**src/rtl/ubxp_pkg.sv**
```systemverilog
// Package for the UBX navigation frame parser: phase encoding, sync
// constants, register indexes, configuration and result structs.
// No dependencies; the frame FSM, the top level and the testbench import it.
package ubxp_pkg;

  localparam logic [7:0] SyncFirst  = 8'hB5;
  localparam logic [7:0] SyncSecond = 8'h62;

  localparam logic [7:0] ResetWantClass  = 8'h01;
  localparam logic [7:0] ResetWantId     = 8'h07;
  localparam int         LengthW         = 10;
  localparam logic [LengthW-1:0] ResetWantLength = 10'd92;

  // Payload bytes 4 to 11 carry the UTC date, time and validity flags.
  localparam int CapFirst = 4;
  localparam int CapCount = 8;
  localparam int CapIdxW  = $clog2(CapCount);

  localparam int CfgIndexW = 2;
  localparam int CfgDataW  = LengthW;
  localparam logic [CfgIndexW-1:0] CfgWantClass  = 2'd0;
  localparam logic [CfgIndexW-1:0] CfgWantId     = 2'd1;
  localparam logic [CfgIndexW-1:0] CfgWantLength = 2'd2;

  typedef enum logic [3:0] {
    PH_SYNC1   = 4'd0,
    PH_SYNC2   = 4'd1,
    PH_CLASS   = 4'd2,
    PH_ID      = 4'd3,
    PH_LEN1    = 4'd4,
    PH_LEN2    = 4'd5,
    PH_PAYLOAD = 4'd6,
    PH_CKA     = 4'd7,
    PH_CKB     = 4'd8
  } ubxp_phase_t;

  typedef struct packed {
    logic [7:0]         want_class;
    logic [7:0]         want_id;
    logic [LengthW-1:0] want_length;
  } ubxp_cfg_t;

  typedef struct packed {
    logic [15:0] year;
    logic [7:0]  month;
    logic [7:0]  day;
    logic [7:0]  hour;
    logic [7:0]  minute;
    logic [7:0]  second;
    logic        date_valid;
    logic        time_valid;
    logic        fully_resolved;
    logic        utc_valid;
  } ubxp_utc_t;

endpackage

```
**src/rtl/ubxp_if.sv**
```systemverilog
// Stream interfaces of the UBX frame parser: the received byte channel and
// the UTC result channel, each with valid, ready and payload.
// No dependencies.
interface ubxp_rx_if;
  logic       valid;
  logic       ready;
  logic [7:0] rx_byte;

  modport source (output valid, output rx_byte, input ready);
  modport sink (input valid, input rx_byte, output ready);
endinterface

interface ubxp_utc_if;
  logic        valid;
  logic        ready;
  logic [15:0] year;
  logic [7:0]  month;
  logic [7:0]  day;
  logic [7:0]  hour;
  logic [7:0]  minute;
  logic [7:0]  second;
  logic        date_valid;
  logic        time_valid;
  logic        fully_resolved;
  logic        utc_valid;

  modport source (
    output valid, output year, output month, output day, output hour,
    output minute, output second, output date_valid, output time_valid,
    output fully_resolved, output utc_valid, input ready
  );
  modport sink (
    input valid, input year, input month, input day, input hour,
    input minute, input second, input date_valid, input time_valid,
    input fully_resolved, input utc_valid, output ready
  );
endinterface

```
**src/rtl/ubxp_frame_fsm.sv**
```systemverilog
// Frame state machine of the UBX parser: sync hunt, header, Fletcher-8
// checksum, payload capture and the final match, one byte per beat.
// Depends on ubxp_pkg.
module ubxp_frame_fsm (
  input  logic                clk,
  input  logic                rst,
  input  logic                byte_valid,
  input  logic [7:0]          rx_byte,
  input  ubxp_pkg::ubxp_cfg_t cfg,
  output logic                hit,
  output ubxp_pkg::ubxp_utc_t result
);
  import ubxp_pkg::*;

  ubxp_phase_t        phase, phase_next;
  logic [7:0]         frame_class, frame_class_next;
  logic [7:0]         frame_id, frame_id_next;
  logic [15:0]        declared_length, declared_length_next;
  logic [LengthW-1:0] payload_position, payload_position_next;
  logic [7:0]         sum_a, sum_a_next;
  logic [7:0]         sum_b, sum_b_next;
  logic [7:0]         got_sum_a, got_sum_a_next;
  logic [7:0]         captured [CapCount];

  logic [7:0]         sum_a_add;
  logic [7:0]         sum_b_add;
  logic [15:0]        length_full;
  logic [LengthW-1:0] position_inc;
  logic [LengthW-1:0] cap_offset;
  logic               cap_we;
  logic [CapIdxW-1:0] cap_idx;
  logic               frame_match;

  assign sum_a_add    = sum_a + rx_byte;
  assign sum_b_add    = sum_b + sum_a_add;
  assign length_full  = {rx_byte, declared_length[7:0]};
  assign position_inc = payload_position + LengthW'(1);
  assign cap_offset   = payload_position - LengthW'(CapFirst);
  assign cap_idx      = cap_offset[CapIdxW-1:0];
  assign cap_we       = byte_valid && (phase == PH_PAYLOAD) &&
                        (payload_position >= LengthW'(CapFirst)) &&
                        (payload_position < LengthW'(CapFirst + CapCount));

  // Next state.
  always_comb begin
    phase_next            = phase;
    frame_class_next      = frame_class;
    frame_id_next         = frame_id;
    declared_length_next  = declared_length;
    payload_position_next = payload_position;
    sum_a_next            = sum_a;
    sum_b_next            = sum_b;
    got_sum_a_next        = got_sum_a;
    if (byte_valid) begin
      unique case (phase)
        PH_SYNC2: begin
          if (rx_byte == SyncSecond) begin
            sum_a_next = 8'd0;
            sum_b_next = 8'd0;
            phase_next = PH_CLASS;
          end else begin
            phase_next = PH_SYNC1;
          end
        end
        PH_CLASS: begin
          frame_class_next = rx_byte;
          sum_a_next       = sum_a_add;
          sum_b_next       = sum_b_add;
          phase_next       = PH_ID;
        end
        PH_ID: begin
          frame_id_next = rx_byte;
          sum_a_next    = sum_a_add;
          sum_b_next    = sum_b_add;
          phase_next    = PH_LEN1;
        end
        PH_LEN1: begin
          declared_length_next = {8'd0, rx_byte};
          sum_a_next           = sum_a_add;
          sum_b_next           = sum_b_add;
          phase_next           = PH_LEN2;
        end
        PH_LEN2: begin
          declared_length_next  = length_full;
          sum_a_next            = sum_a_add;
          sum_b_next            = sum_b_add;
          payload_position_next = '0;
          priority if (length_full > {6'd0, cfg.want_length}) begin
            phase_next = PH_SYNC1;
          end else if (length_full == 16'd0) begin
            phase_next = PH_CKA;
          end else begin
            phase_next = PH_PAYLOAD;
          end
        end
        PH_PAYLOAD: begin
          sum_a_next            = sum_a_add;
          sum_b_next            = sum_b_add;
          payload_position_next = position_inc;
          if ({6'd0, position_inc} >= declared_length) begin
            phase_next = PH_CKA;
          end
        end
        PH_CKA: begin
          got_sum_a_next = rx_byte;
          phase_next     = PH_CKB;
        end
        PH_CKB: begin
          phase_next = PH_SYNC1;
        end
        default: begin
          phase_next = (rx_byte == SyncFirst) ? PH_SYNC2 : PH_SYNC1;
        end
      endcase
    end
  end

  // Outputs: a result is due on the second checksum byte of a matching frame.
  always_comb begin
    frame_match = (got_sum_a == sum_a) && (rx_byte == sum_b) &&
                  (frame_class == cfg.want_class) && (frame_id == cfg.want_id) &&
                  (declared_length == {6'd0, cfg.want_length});
    hit = byte_valid && (phase == PH_CKB) && frame_match;
    result.year           = {captured[1], captured[0]};
    result.month          = captured[2];
    result.day            = captured[3];
    result.hour           = captured[4];
    result.minute         = captured[5];
    result.second         = captured[6];
    result.date_valid     = captured[7][0];
    result.time_valid     = captured[7][1];
    result.fully_resolved = captured[7][2];
    result.utc_valid      = captured[7][0] & captured[7][1];
  end

  always_ff @(posedge clk) begin
    if (rst) begin
      phase            <= PH_SYNC1;
      frame_class      <= '0;
      frame_id         <= '0;
      declared_length  <= '0;
      payload_position <= '0;
      sum_a            <= '0;
      sum_b            <= '0;
      got_sum_a        <= '0;
    end else begin
      phase            <= phase_next;
      frame_class      <= frame_class_next;
      frame_id         <= frame_id_next;
      declared_length  <= declared_length_next;
      payload_position <= payload_position_next;
      sum_a            <= sum_a_next;
      sum_b            <= sum_b_next;
      got_sum_a        <= got_sum_a_next;
    end
  end

  always_ff @(posedge clk) begin
    if (cap_we) begin
      captured[cap_idx] <= rx_byte;
    end
  end

`ifndef SYNTHESIS
  a_payload_length_bounded : assert property (@(posedge clk) disable iff (rst)
    (phase == PH_PAYLOAD) |-> (declared_length != 16'd0) &&
                              (declared_length[15:LengthW] == '0))
    else $error("payload phase with an impossible declared length");

  a_position_below_length : assert property (@(posedge clk) disable iff (rst)
    (phase == PH_PAYLOAD) |-> ({6'd0, payload_position} < declared_length))
    else $error("payload position ran past the declared length");

  a_hunt_after_checksum : assert property (@(posedge clk) disable iff (rst)
    (byte_valid && (phase == PH_CKB)) |=> (phase == PH_SYNC1))
    else $error("parser did not return to hunting after a frame");
`endif

endmodule

```
**src/rtl/ubx_nav_pvt_frame_parser_unit.sv**
```systemverilog
// Top level of the UBX navigation frame parser: configuration registers,
// stream handshake and result register. Depends on ubxp_pkg, ubxp_if and
// ubxp_frame_fsm.
//
// The unit takes one received serial byte per beat on rx and reports the
// UTC date, time and validity flags of each frame that carries the
// configured class, id and payload length and whose two Fletcher-8
// checksum bytes match. Every byte is handled on the beat that accepts it, so the
// unit accepts a byte in every clock cycle; the only thing that holds rx
// back is a result sitting in the output register that the utc side has
// not yet taken. The result appears on utc in the cycle after the second
// checksum byte is accepted. Frames that fail a check produce nothing, and
// a declared length above want_length abandons the frame right after the
// length field. The registers want_class, want_id and want_length reset to
// 1, 7 and 92 and are written through cfg_wr_en, cfg_index and cfg_data;
// they should be written only while no frame is in flight. With
// want_length below twelve, a reported frame shows captured payload bytes
// from earlier frames, which are meaningless until such a frame arrived.
module ubx_nav_pvt_frame_parser_unit (
  input  logic                           clk,
  input  logic                           rst,
  ubxp_rx_if.sink                        rx,
  ubxp_utc_if.source                     utc,
  input  logic                           cfg_wr_en,
  input  logic [ubxp_pkg::CfgIndexW-1:0] cfg_index,
  input  logic [ubxp_pkg::CfgDataW-1:0]  cfg_data
);
  import ubxp_pkg::*;

  ubxp_cfg_t cfg;
  logic      accept;
  logic      hit;
  ubxp_utc_t result;
  logic      out_valid;
  ubxp_utc_t out_data;

  // Configuration registers; indexes beyond the list are ignored.
  always_ff @(posedge clk) begin
    if (rst) begin
      cfg.want_class  <= ResetWantClass;
      cfg.want_id     <= ResetWantId;
      cfg.want_length <= ResetWantLength;
    end else if (cfg_wr_en) begin
      unique case (cfg_index)
        CfgWantClass:  cfg.want_class  <= cfg_data[7:0];
        CfgWantId:     cfg.want_id     <= cfg_data[7:0];
        CfgWantLength: cfg.want_length <= cfg_data[LengthW-1:0];
        default: ;
      endcase
    end
  end

  // The output register separates the two sides: a new byte is taken
  // whenever the register is empty or is being drained in this cycle.
  assign rx.ready = !out_valid || utc.ready;
  assign accept   = rx.valid && rx.ready;

  ubxp_frame_fsm u_fsm (
    .clk        (clk),
    .rst        (rst),
    .byte_valid (accept),
    .rx_byte    (rx.rx_byte),
    .cfg        (cfg),
    .hit        (hit),
    .result     (result)
  );

  // A result is loaded only on the beat that completes a matching frame;
  // since that beat also requires room in the register, nothing is lost.
  always_ff @(posedge clk) begin
    if (rst) begin
      out_valid <= 1'b0;
    end else if (accept && hit) begin
      out_valid <= 1'b1;
    end else if (utc.ready) begin
      out_valid <= 1'b0;
    end
  end

  always_ff @(posedge clk) begin
    if (accept && hit) begin
      out_data <= result;
    end
  end

  assign utc.valid          = out_valid;
  assign utc.year           = out_data.year;
  assign utc.month          = out_data.month;
  assign utc.day            = out_data.day;
  assign utc.hour           = out_data.hour;
  assign utc.minute         = out_data.minute;
  assign utc.second         = out_data.second;
  assign utc.date_valid     = out_data.date_valid;
  assign utc.time_valid     = out_data.time_valid;
  assign utc.fully_resolved = out_data.fully_resolved;
  assign utc.utc_valid      = out_data.utc_valid;

`ifndef SYNTHESIS
  a_result_follows_byte : assert property (@(posedge clk) disable iff (rst)
    $rose(utc.valid) |-> $past(rx.valid && rx.ready))
    else $error("result appeared without an accepted byte");

  a_result_not_dropped : assert property (@(posedge clk) disable iff (rst)
    $fell(utc.valid) |-> $past(utc.ready))
    else $error("pending result vanished before it was taken");

  a_utc_flag_consistent : assert property (@(posedge clk) disable iff (rst)
    utc.valid |-> (utc.utc_valid == (utc.date_valid && utc.time_valid)))
    else $error("utc_valid disagrees with the date and time flags");
`endif

endmodule

```
**src/flat_wrapper.sv**
```systemverilog
// flat-port wrapper written by rule: the top's interface ports become plain ports
module ubx_nav_pvt_frame_parser_unit_flat import ubxp_pkg::*;
  (clk, rst, cfg_wr_en, cfg_index, cfg_data, rx_valid, rx_rx_byte, rx_ready, utc_valid, utc_year, utc_month, utc_day, utc_hour, utc_minute, utc_second, utc_date_valid, utc_time_valid, utc_fully_resolved, utc_utc_valid, utc_ready);
  ubxp_rx_if rx_i ();
  ubxp_utc_if utc_i ();
  input  logic clk;
  input  logic rst;
  input  logic cfg_wr_en;
  input  logic [ubxp_pkg::CfgIndexW-1:0] cfg_index;
  input  logic [ubxp_pkg::CfgDataW-1:0] cfg_data;
  input wire logic [$bits(rx_i.valid)-1:0] rx_valid;
  input wire logic [$bits(rx_i.rx_byte)-1:0] rx_rx_byte;
  output wire logic [$bits(rx_i.ready)-1:0] rx_ready;
  output wire logic [$bits(utc_i.valid)-1:0] utc_valid;
  output wire logic [$bits(utc_i.year)-1:0] utc_year;
  output wire logic [$bits(utc_i.month)-1:0] utc_month;
  output wire logic [$bits(utc_i.day)-1:0] utc_day;
  output wire logic [$bits(utc_i.hour)-1:0] utc_hour;
  output wire logic [$bits(utc_i.minute)-1:0] utc_minute;
  output wire logic [$bits(utc_i.second)-1:0] utc_second;
  output wire logic [$bits(utc_i.date_valid)-1:0] utc_date_valid;
  output wire logic [$bits(utc_i.time_valid)-1:0] utc_time_valid;
  output wire logic [$bits(utc_i.fully_resolved)-1:0] utc_fully_resolved;
  output wire logic [$bits(utc_i.utc_valid)-1:0] utc_utc_valid;
  input wire logic [$bits(utc_i.ready)-1:0] utc_ready;
  assign rx_i.valid = rx_valid;
  assign rx_i.rx_byte = rx_rx_byte;
  assign rx_ready = rx_i.ready;
  assign utc_valid = utc_i.valid;
  assign utc_year = utc_i.year;
  assign utc_month = utc_i.month;
  assign utc_day = utc_i.day;
  assign utc_hour = utc_i.hour;
  assign utc_minute = utc_i.minute;
  assign utc_second = utc_i.second;
  assign utc_date_valid = utc_i.date_valid;
  assign utc_time_valid = utc_i.time_valid;
  assign utc_fully_resolved = utc_i.fully_resolved;
  assign utc_utc_valid = utc_i.utc_valid;
  assign utc_i.ready = utc_ready;
  ubx_nav_pvt_frame_parser_unit u_core (.clk(clk), .rst(rst), .rx(rx_i), .utc(utc_i), .cfg_wr_en(cfg_wr_en), .cfg_index(cfg_index), .cfg_data(cfg_data));
endmodule
```
**config.mk**
```make
export PLATFORM = sky130hd
export DESIGN_NAME = ubx_nav_pvt_frame_parser_unit_flat
export DESIGN_NICKNAME = d
export VERILOG_FILES = /design/src/rtl/ubxp_pkg.sv /design/src/rtl/ubxp_if.sv /design/src/rtl/ubxp_frame_fsm.sv /design/src/rtl/ubx_nav_pvt_frame_parser_unit.sv /design/src/flat_wrapper.sv
export SDC_FILE = /design/constraint.sdc
export NUM_CORES = 1
export LEC_CHECK = 0
export ABC_AREA = 1
export BUFFER_PORTS_ARGS = -buffer_cell sky130_fd_sc_hd__buf_2
export CORE_MARGIN = 10
export CORE_UTILIZATION = 45
export CTS_CLUSTER_DIAMETER = 40
export DETAILED_ROUTE_END_ITERATION = 10
export GPL_ROUTABILITY_DRIVEN = 0
export MAX_ROUTING_LAYER = met4
export PLACE_DENSITY = 0.75
export SETUP_SLACK_MARGIN = 0.15
export SYNTH_ARGS = -nofsm -noshare
export SYNTH_HDL_FRONTEND = slang
export SYNTH_SLANG_ARGS = --single-unit
```
**constraint.sdc**
```tcl
create_clock -name clk -period 4.2 [get_ports clk]
set_input_delay 0.84 -clock clk [delete_from_list [all_inputs] [get_ports clk]]
set_output_delay 0.84 -clock clk [all_outputs]
set_load 0.05 [all_outputs]
```
==> results.sh, run 1 <==
export IMPL_drv_cap=0
export IMPL_fin_tns_setup_ns=0
export IMPL_hold_viol_final=0
export IMPL_die_h_um=161.9
export IMPL_final_cell_area_sq_mm=0.01078
export IMPL_synth_xor_area_share_pct=2.612
export IMPL_synth_compound_area_share_pct=11.11
export IMPL_status="complete, no violations"
export IMPL_muxShareOfSynthArea_pct=0
export IMPL_drive_above_1_share_pct=16.27
export IMPL_multi_input_area_sq_mm=0.003058
export IMPL_ctsHoldBuffers=0
export IMPL_clk_latency_ns=0.54
export IMPL_finalMaxSlewViolations=0
export IMPL_synth_adder_area_share_pct=5.417
export IMPL_intPower_mw=3.809
export IMPL_initial_core_util_pct=46.07
export IMPL_hp_class="register to register"
export IMPL_synthToLayoutAreaGrowth_pct=19.00
export IMPL_port_buffer_count=86
export IMPL_fin_cells=1285
export IMPL_syn_mean_instance_area_sq_um=10.13
export IMPL_postRouteAntennaNets=0
export IMPL_grt_total_usage_pct=15.66
export IMPL_seq_area_frac_synth_pct=60.91
export IMPL_min_period_over_period_pct=66.52
export IMPL_power_leakage_nw=4.328
export IMPL_cts_tree="yes"
export IMPL_viasPerCell=5.089
export IMPL_rsz0062_at_grt="false"
export IMPL_endpoint_kind="register"
export IMPL_synth_edff_count=119
export IMPL_die_x_um=161.9
export IMPL_drt_iter0_drc=498
export IMPL_async_reset_ff_share_pct=0
export IMPL_fillers=1695
export IMPL_fin_nets=1062
export IMPL_place_inst=1235
export IMPL_cp_arrival_ns=3.19
export IMPL_ir_drop_uv=362.6
export IMPL_dr_pass1_iters=5
export IMPL_synth_top_area_share_pct=39.46
export IMPL_ys_seq_elements=216
export IMPL_relSlewSlack_pct=38.17
export IMPL_setup_violations=0
export IMPL_synth_ff_type="edfxtp_1"
export IMPL_dp_hpwl_um=13780
export IMPL_grt_ovfl_total=0
export IMPL_p_per_area_mw_per_mm2=458.3
export IMPL_finClkSkew_ns=0.01430
export IMPL_crit_type="input pin to register"
export IMPL_cts_buffer_depth=3
export IMPL_final_cell_mix="nand2_1 (163), edfxtp_1 (119), dfxtp_1 (97)"
export IMPL_switching_share_pct=22.88
export IMPL_postLayoutCoreUtil_pct=54.83
export IMPL_htree_levels=1
export IMPL_p_clk_share_pct=49.1
export IMPL_antenna_cells=0
export IMPL_synthSimpleGateAreaFrac_pct=14.63
export IMPL_ys_warnings_count=0
export IMPL_post_route_min_period_ns=2.794
export IMPL_grt_pass1_vias=6261
export IMPL_design_die_area_sq_mm=0.02620
export IMPL_grt_pass1_wl_um=32640
export IMPL_cp_max_fo=20
export IMPL_tightest_slew_ns=0.9204
export IMPL_grt_max_degree=61
export IMPL_antenna_found_initial=0
export IMPL_numCtsBuffers=27
export IMPL_whs_ns=0.4139
export IMPL_cts_sinks=216
export IMPL_synth_top_family_by_area="simple AND/OR/NAND/NOR gates"
export IMPL_wl_per_cell_um=15.56
export IMPL_max_freq_mhz=358.0
export IMPL_final_common_cell="nand2_1"
export IMPL_wl_um=20000
export IMPL_cts_setup_buffers=0
export IMPL_root_buffer="clkbuf_16"
export IMPL_syn_num_nets=957
export IMPL_rows=51
export IMPL_syn_cell_area_sq_mm=0.009055
export IMPL_cts_resized=0
export IMPL_ys_types=42
export IMPL_layout_setup_ws_ns=1.406
export IMPL_post_route_drc_count=0
export IMPL_coreArea_sq_mm=0.01965
export IMPL_yosysTopAreaCell="edfxtp_1"
export IMPL_pre_cts_ws_ns=0.8589
export IMPL_regArea_sq_mm=0.005515
export IMPL_clk_pin_slew_ns=0.06
export IMPL_netlist_instances=894
export IMPL_place_area_sq_mm=0.009797
export IMPL_cp_start_kind="input pin"
export IMPL_p_seq_share_pct=45.8
export IMPL_power_frac_comb_pct=5.1
export IMPL_power_mw=4.938
export IMPL_vias=6540
export IMPL_synth_area_leaders="edfxtp_1 (39%), dfxtp_1 (21%), nand2_1 (6.8%)"
export IMPL_ioPinCount=87
export IMPL_worstPathRequired_ns=4.60
export IMPL_switching_power_mw=1.130
synth_stat cells (3+ instances only):
cell	instances
o22ai_1	5
or2_2	5
edfxtp_1	119
xor2_1	20
inv_1	92
buf_2	4
nand3_1	34
xnor2_1	7
o21ai_0	55
ha_1	36
nor3_1	17
buf_4	4
clkbuf_1	12
nand4_1	12
nand2_1	163
a211oi_1	10
a21oi_1	93
a31oi_1	3
o211ai_1	6
nor2_1	69
inv_2	5
dfxtp_1	97
cell type report:
| cell class | count | share of cell area (%) |
|---|---|---|
| inverter | 99 | 3.449 |
| clock inverter | 22 | 2.682 |
| multi-input combinational | 557 | 28.38 |
| clock buffer | 28 | 6.398 |
| timing repair buffer | 98 | 4.830 |
| tap | 265 | 3.077 |
| sequential | 216 | 51.18 |
power groups by stage:
| stage | combinational, mW | sequential, mW | clock, mW |
|---|---|---|---|
| 2_1_floorplan | 0.169 | 2.30 | 0 |
| 3_3_place_gp | 0.240 | 2.31 | 0 |
| 3_5_place_dp | 0.248 | 2.31 | 0 |
| 4_1_cts | 0.249 | 2.26 | 2.47 |
| 5_1_grt | 0.285 | 2.27 | 2.55 |
| 6_report | 0.249 | 2.26 | 2.42 |
sequential cells by signal (all words and copies together), names as in the netlist, 10 cells and up:
signal	flops
u_core.cfg	26
u_core.u_fsm.declared_length	16
u_core.u_fsm.payload_position	10
utc_year	16
u_core.u_fsm.captured	59
worst paths after layout:
kind | to | slack (ns) | startpoint | cells past startpoint
max | u_core.u_fsm.sum_b[7]$_SDFFE_PP0P_ | 1.41 | rx_rx_byte[1] | 15
min | utc_second[3]$_DFFE_PP_ | 0.41 | u_core.u_fsm.captured[6][3]$_DFFE_PP_ | 0
max reg2reg | u_core.u_fsm.phase[2]$_SDFFE_PP0P_ | 1.44 | u_core.u_fsm.payload_position[2]$_SDFFE_PP0P_ | 14
min reg2reg | utc_second[3]$_DFFE_PP_ | 0.41 | u_core.u_fsm.captured[6][3]$_DFFE_PP_ | 0
kinds of logic after synthesis:
group	after synthesis
and+or+nand+nor	311
AOI/OAI and AO/OA	181
buffers and inverters	121
adders and majority gates	38
DFF	216
xor gates and xnor gates	27
worst max-delay path: stages:
cell     delay, ns
buf_2         0.26
fa_1          0.51
nand3_1       0.08
nand2_1       0.08
nand2_1       0.06
nand2_1       0.05
a21oi_1       0.14
xnor2_1       0.16
ha_1          0.30
a21oi_1       0.14
o21ai_0       0.08
a31oi_1       0.22
nand3_1       0.11
nand3_1       0.08
a21oi_1       0.07
layer usage:
layer | global-route usage [%] | wire length [um] | vias up
met2 | 22.89 | 8904 | 237
li1 | - | - | 3275
met1 | 20.81 | 8988 | 2996
met5 | - | 0 | -
met4 | 5.583 | 469 | 0
met3 | 3.817 | 1633 | 32
Power figures use the tool's default switching activity.
==> run 2, diff against run 1 <==
clock period = 2.88 ns   (was 4.2 ns; I/O delays follow)
==> run 2 against run 1 <==
Clock power is 27% higher. First-iteration DRC count down 5.6%. Combinational power grew 59%. Sequential power increased by 46%. Core utilization rose by 0.38 points.
==> results.sh, run 2 (same netlist as run 1, synthesis figures left out) <==
export IMPL_whs_path_depth=3
export IMPL_worstPathRequired_ns=3.34
export IMPL_initial_core_util_pct=46.07
export IMPL_reg2regPathDepth=16
export IMPL_fin_nets=1081
export IMPL_grt_total_usage_pct=15.44
export IMPL_crit_start="u_core.u_fsm.sum_a[0]$_SDFFE_PP0P_"
export IMPL_post_route_drc_count=0
export IMPL_drv_cap=0
export IMPL_vias=6696
export IMPL_hp_class="input pin to register"
export IMPL_max_freq_mhz=394.3
export IMPL_postRouteAntennaNets=0
export IMPL_port_buffer_count=86
export IMPL_final_common_cell="nand2_1"
export IMPL_drt_iter0_drc=470
export IMPL_fin_cells=1302
export IMPL_antenna_cells=0
export IMPL_largest_register_ffs=59
export IMPL_coreArea_sq_mm=0.01965
export IMPL_post_route_min_period_ns=2.536
export IMPL_hold_viol_final=0
export IMPL_layout_top_registers="u_core.u_fsm.captured (59), u_core.cfg (26)"
export IMPL_multi_input_area_sq_mm=0.003109
export IMPL_dr_pass1_iters=5
export IMPL_p_per_area_mw_per_mm2=625.2
export IMPL_postLayoutCoreUtil_pct=55.21
export IMPL_clk_latency_ns=0.53
export IMPL_design_die_area_sq_mm=0.02620
export IMPL_r2r_start="u_core.u_fsm.sum_a[0]$_SDFFE_PP0P_"
export IMPL_min_period_over_period_pct=88.07
export IMPL_rsz0062_at_grt="true"
export IMPL_grt_max_degree=53
export IMPL_dp_hpwl_um=14270
export IMPL_tightest_slew_ns=0.5676
export IMPL_synthToLayoutAreaGrowth_pct=19.83
export IMPL_cts_setup_buffers=0
export IMPL_cp_start_kind="register"
export IMPL_cp_slowest_cell="dfxtp_2"
export IMPL_wl_um=20420
export IMPL_cts_sinks=216
export IMPL_fillers=1692
export IMPL_pre_cts_ws_ns=-0.1737
export IMPL_status="complete, no violations"
export IMPL_grt_pass1_wl_um=32540
export IMPL_final_cell_mix="nand2_1 (163), edfxtp_1 (119), dfxtp_1 (93)"
export IMPL_regArea_sq_mm=0.005523
export IMPL_worstPathCellList="ha_4 > fa_2 > nand3_1 > nand2_1 > nand2_1 > nand2_1 > a21oi_2 > xnor2_2 > ha_1 > a21oi_2 > o21ai_1 > a31oi_1 > inv_1 > nand2_1 > nand3_1 > a21oi_1"
export IMPL_numCtsBuffers=26
export IMPL_min_from="cfg_data[0]"
export IMPL_die_h_um=161.9
export IMPL_grt_pass1_vias=6314
export IMPL_cp_slowest_stage_delay_ns=0.35
export IMPL_rows=51
export IMPL_cts_buffer_depth=3
export IMPL_setup_violations=0
export IMPL_finalMaxSlewViolations=0
export IMPL_crit_type="register to register"
export IMPL_drive_above_1_share_pct=18.42
export IMPL_place_inst=1255
export IMPL_clk_pin_slew_ns=0.06
export IMPL_ioPinCount=87
export IMPL_layout_setup_ws_ns=0.3436
export IMPL_htree_levels=1
export IMPL_endpoint_kind="register"
export IMPL_largest_register="u_core.u_fsm.captured"
export IMPL_ir_drop_uv=521.2
export IMPL_finClkSkew_ns=0.01101
export IMPL_viasPerCell=5.143
export IMPL_power_leakage_nw=4.374
export IMPL_relSlewSlack_pct=62.05
export IMPL_cp_arrival_ns=2.99
export IMPL_antenna_found_initial=0
export IMPL_wl_per_cell_um=15.68
export IMPL_fin_tns_setup_ns=0
export IMPL_crit_top_cell="nand2_1"
export IMPL_cp_max_fo=3
export IMPL_grt_ovfl_total=0
export IMPL_cts_tree="yes"
export IMPL_root_buffer="clkbuf_16"
export IMPL_die_x_um=161.9
## run 2: cell types whose count changed in the layout (fill, tap and decap cells not counted), moves of 3 or more
cell and delta:
bufinv_16 -3, dfxtp_2 +3, clkbuf_1 +4, inv_6 +3, clkinv_2 -3, dfxtp_1 -4, buf_4 +19, ha_1 -3
## run 2: final cells by class
type / count / area share (%)
Clock buffer: 31 / 6.262
Clock inverter: 16 / 1.372
Inverter: 99 / 3.459
Multi-Input combinational cell: 557 / 28.66
Sequential cell: 216 / 50.90
Tap cell: 265 / 3.056
Timing Repair Buffer: 118 / 6.296
## run 2: final timing paths
kind              slack, ns                                 end
setup / recovery       0.34  u_core.u_fsm.sum_b[7]$_SDFFE_PP0P_
hold / removal         0.30         u_core.cfg[18]$_SDFFE_PP1P_
setup reg to reg       0.34  u_core.u_fsm.sum_b[7]$_SDFFE_PP0P_
hold reg to reg        0.41              utc_year[11]$_DFFE_PP_
## run 2: through the flow
stage | power [mW] | area (sq um) | hold WS [ns]
final | 6.783 | 10850 | 0.3039
after global routing | 7.013 | 10850 | 0.3260
after CTS | 6.826 | 10790 | 0.2985
after detailed placement | 3.753 | 9965 | 0.4045
after global placement | 3.743 | 9965 | 0.4007
after floorplan | 3.605 | 9060 | 0.4003
## run 2: power breakdown
part           internal (mW)  switching (mW)
clock network           1.80            1.28
registers               3.27          0.0317
logic                  0.147           0.251
## run 2: layer usage
layer	vias to the layer above	GRT usage, %	wire length, um
met5	-	-	0
met4	0	4.715	482
met3	42	3.463	1676
met2	250	22.76	8842
met1	3101	20.85	9416
li1	3303	-	-
## run 2: critical path, delay by kind of cell, from the launching register on
kind            cells  cell delay, ns
fa+ha+maj           3            0.85
simple gates        6            0.38
compound gates      5            0.73
flops               1            0.35
buf+inv             1            0.07
xor+xnor            1            0.09
## run 2: timing repair
action | 4_1_cts | 5_1_grt
resized for setup | 0 | 16
setup endpoints to repair | 0 | 6
hold buffers | 0 | 0
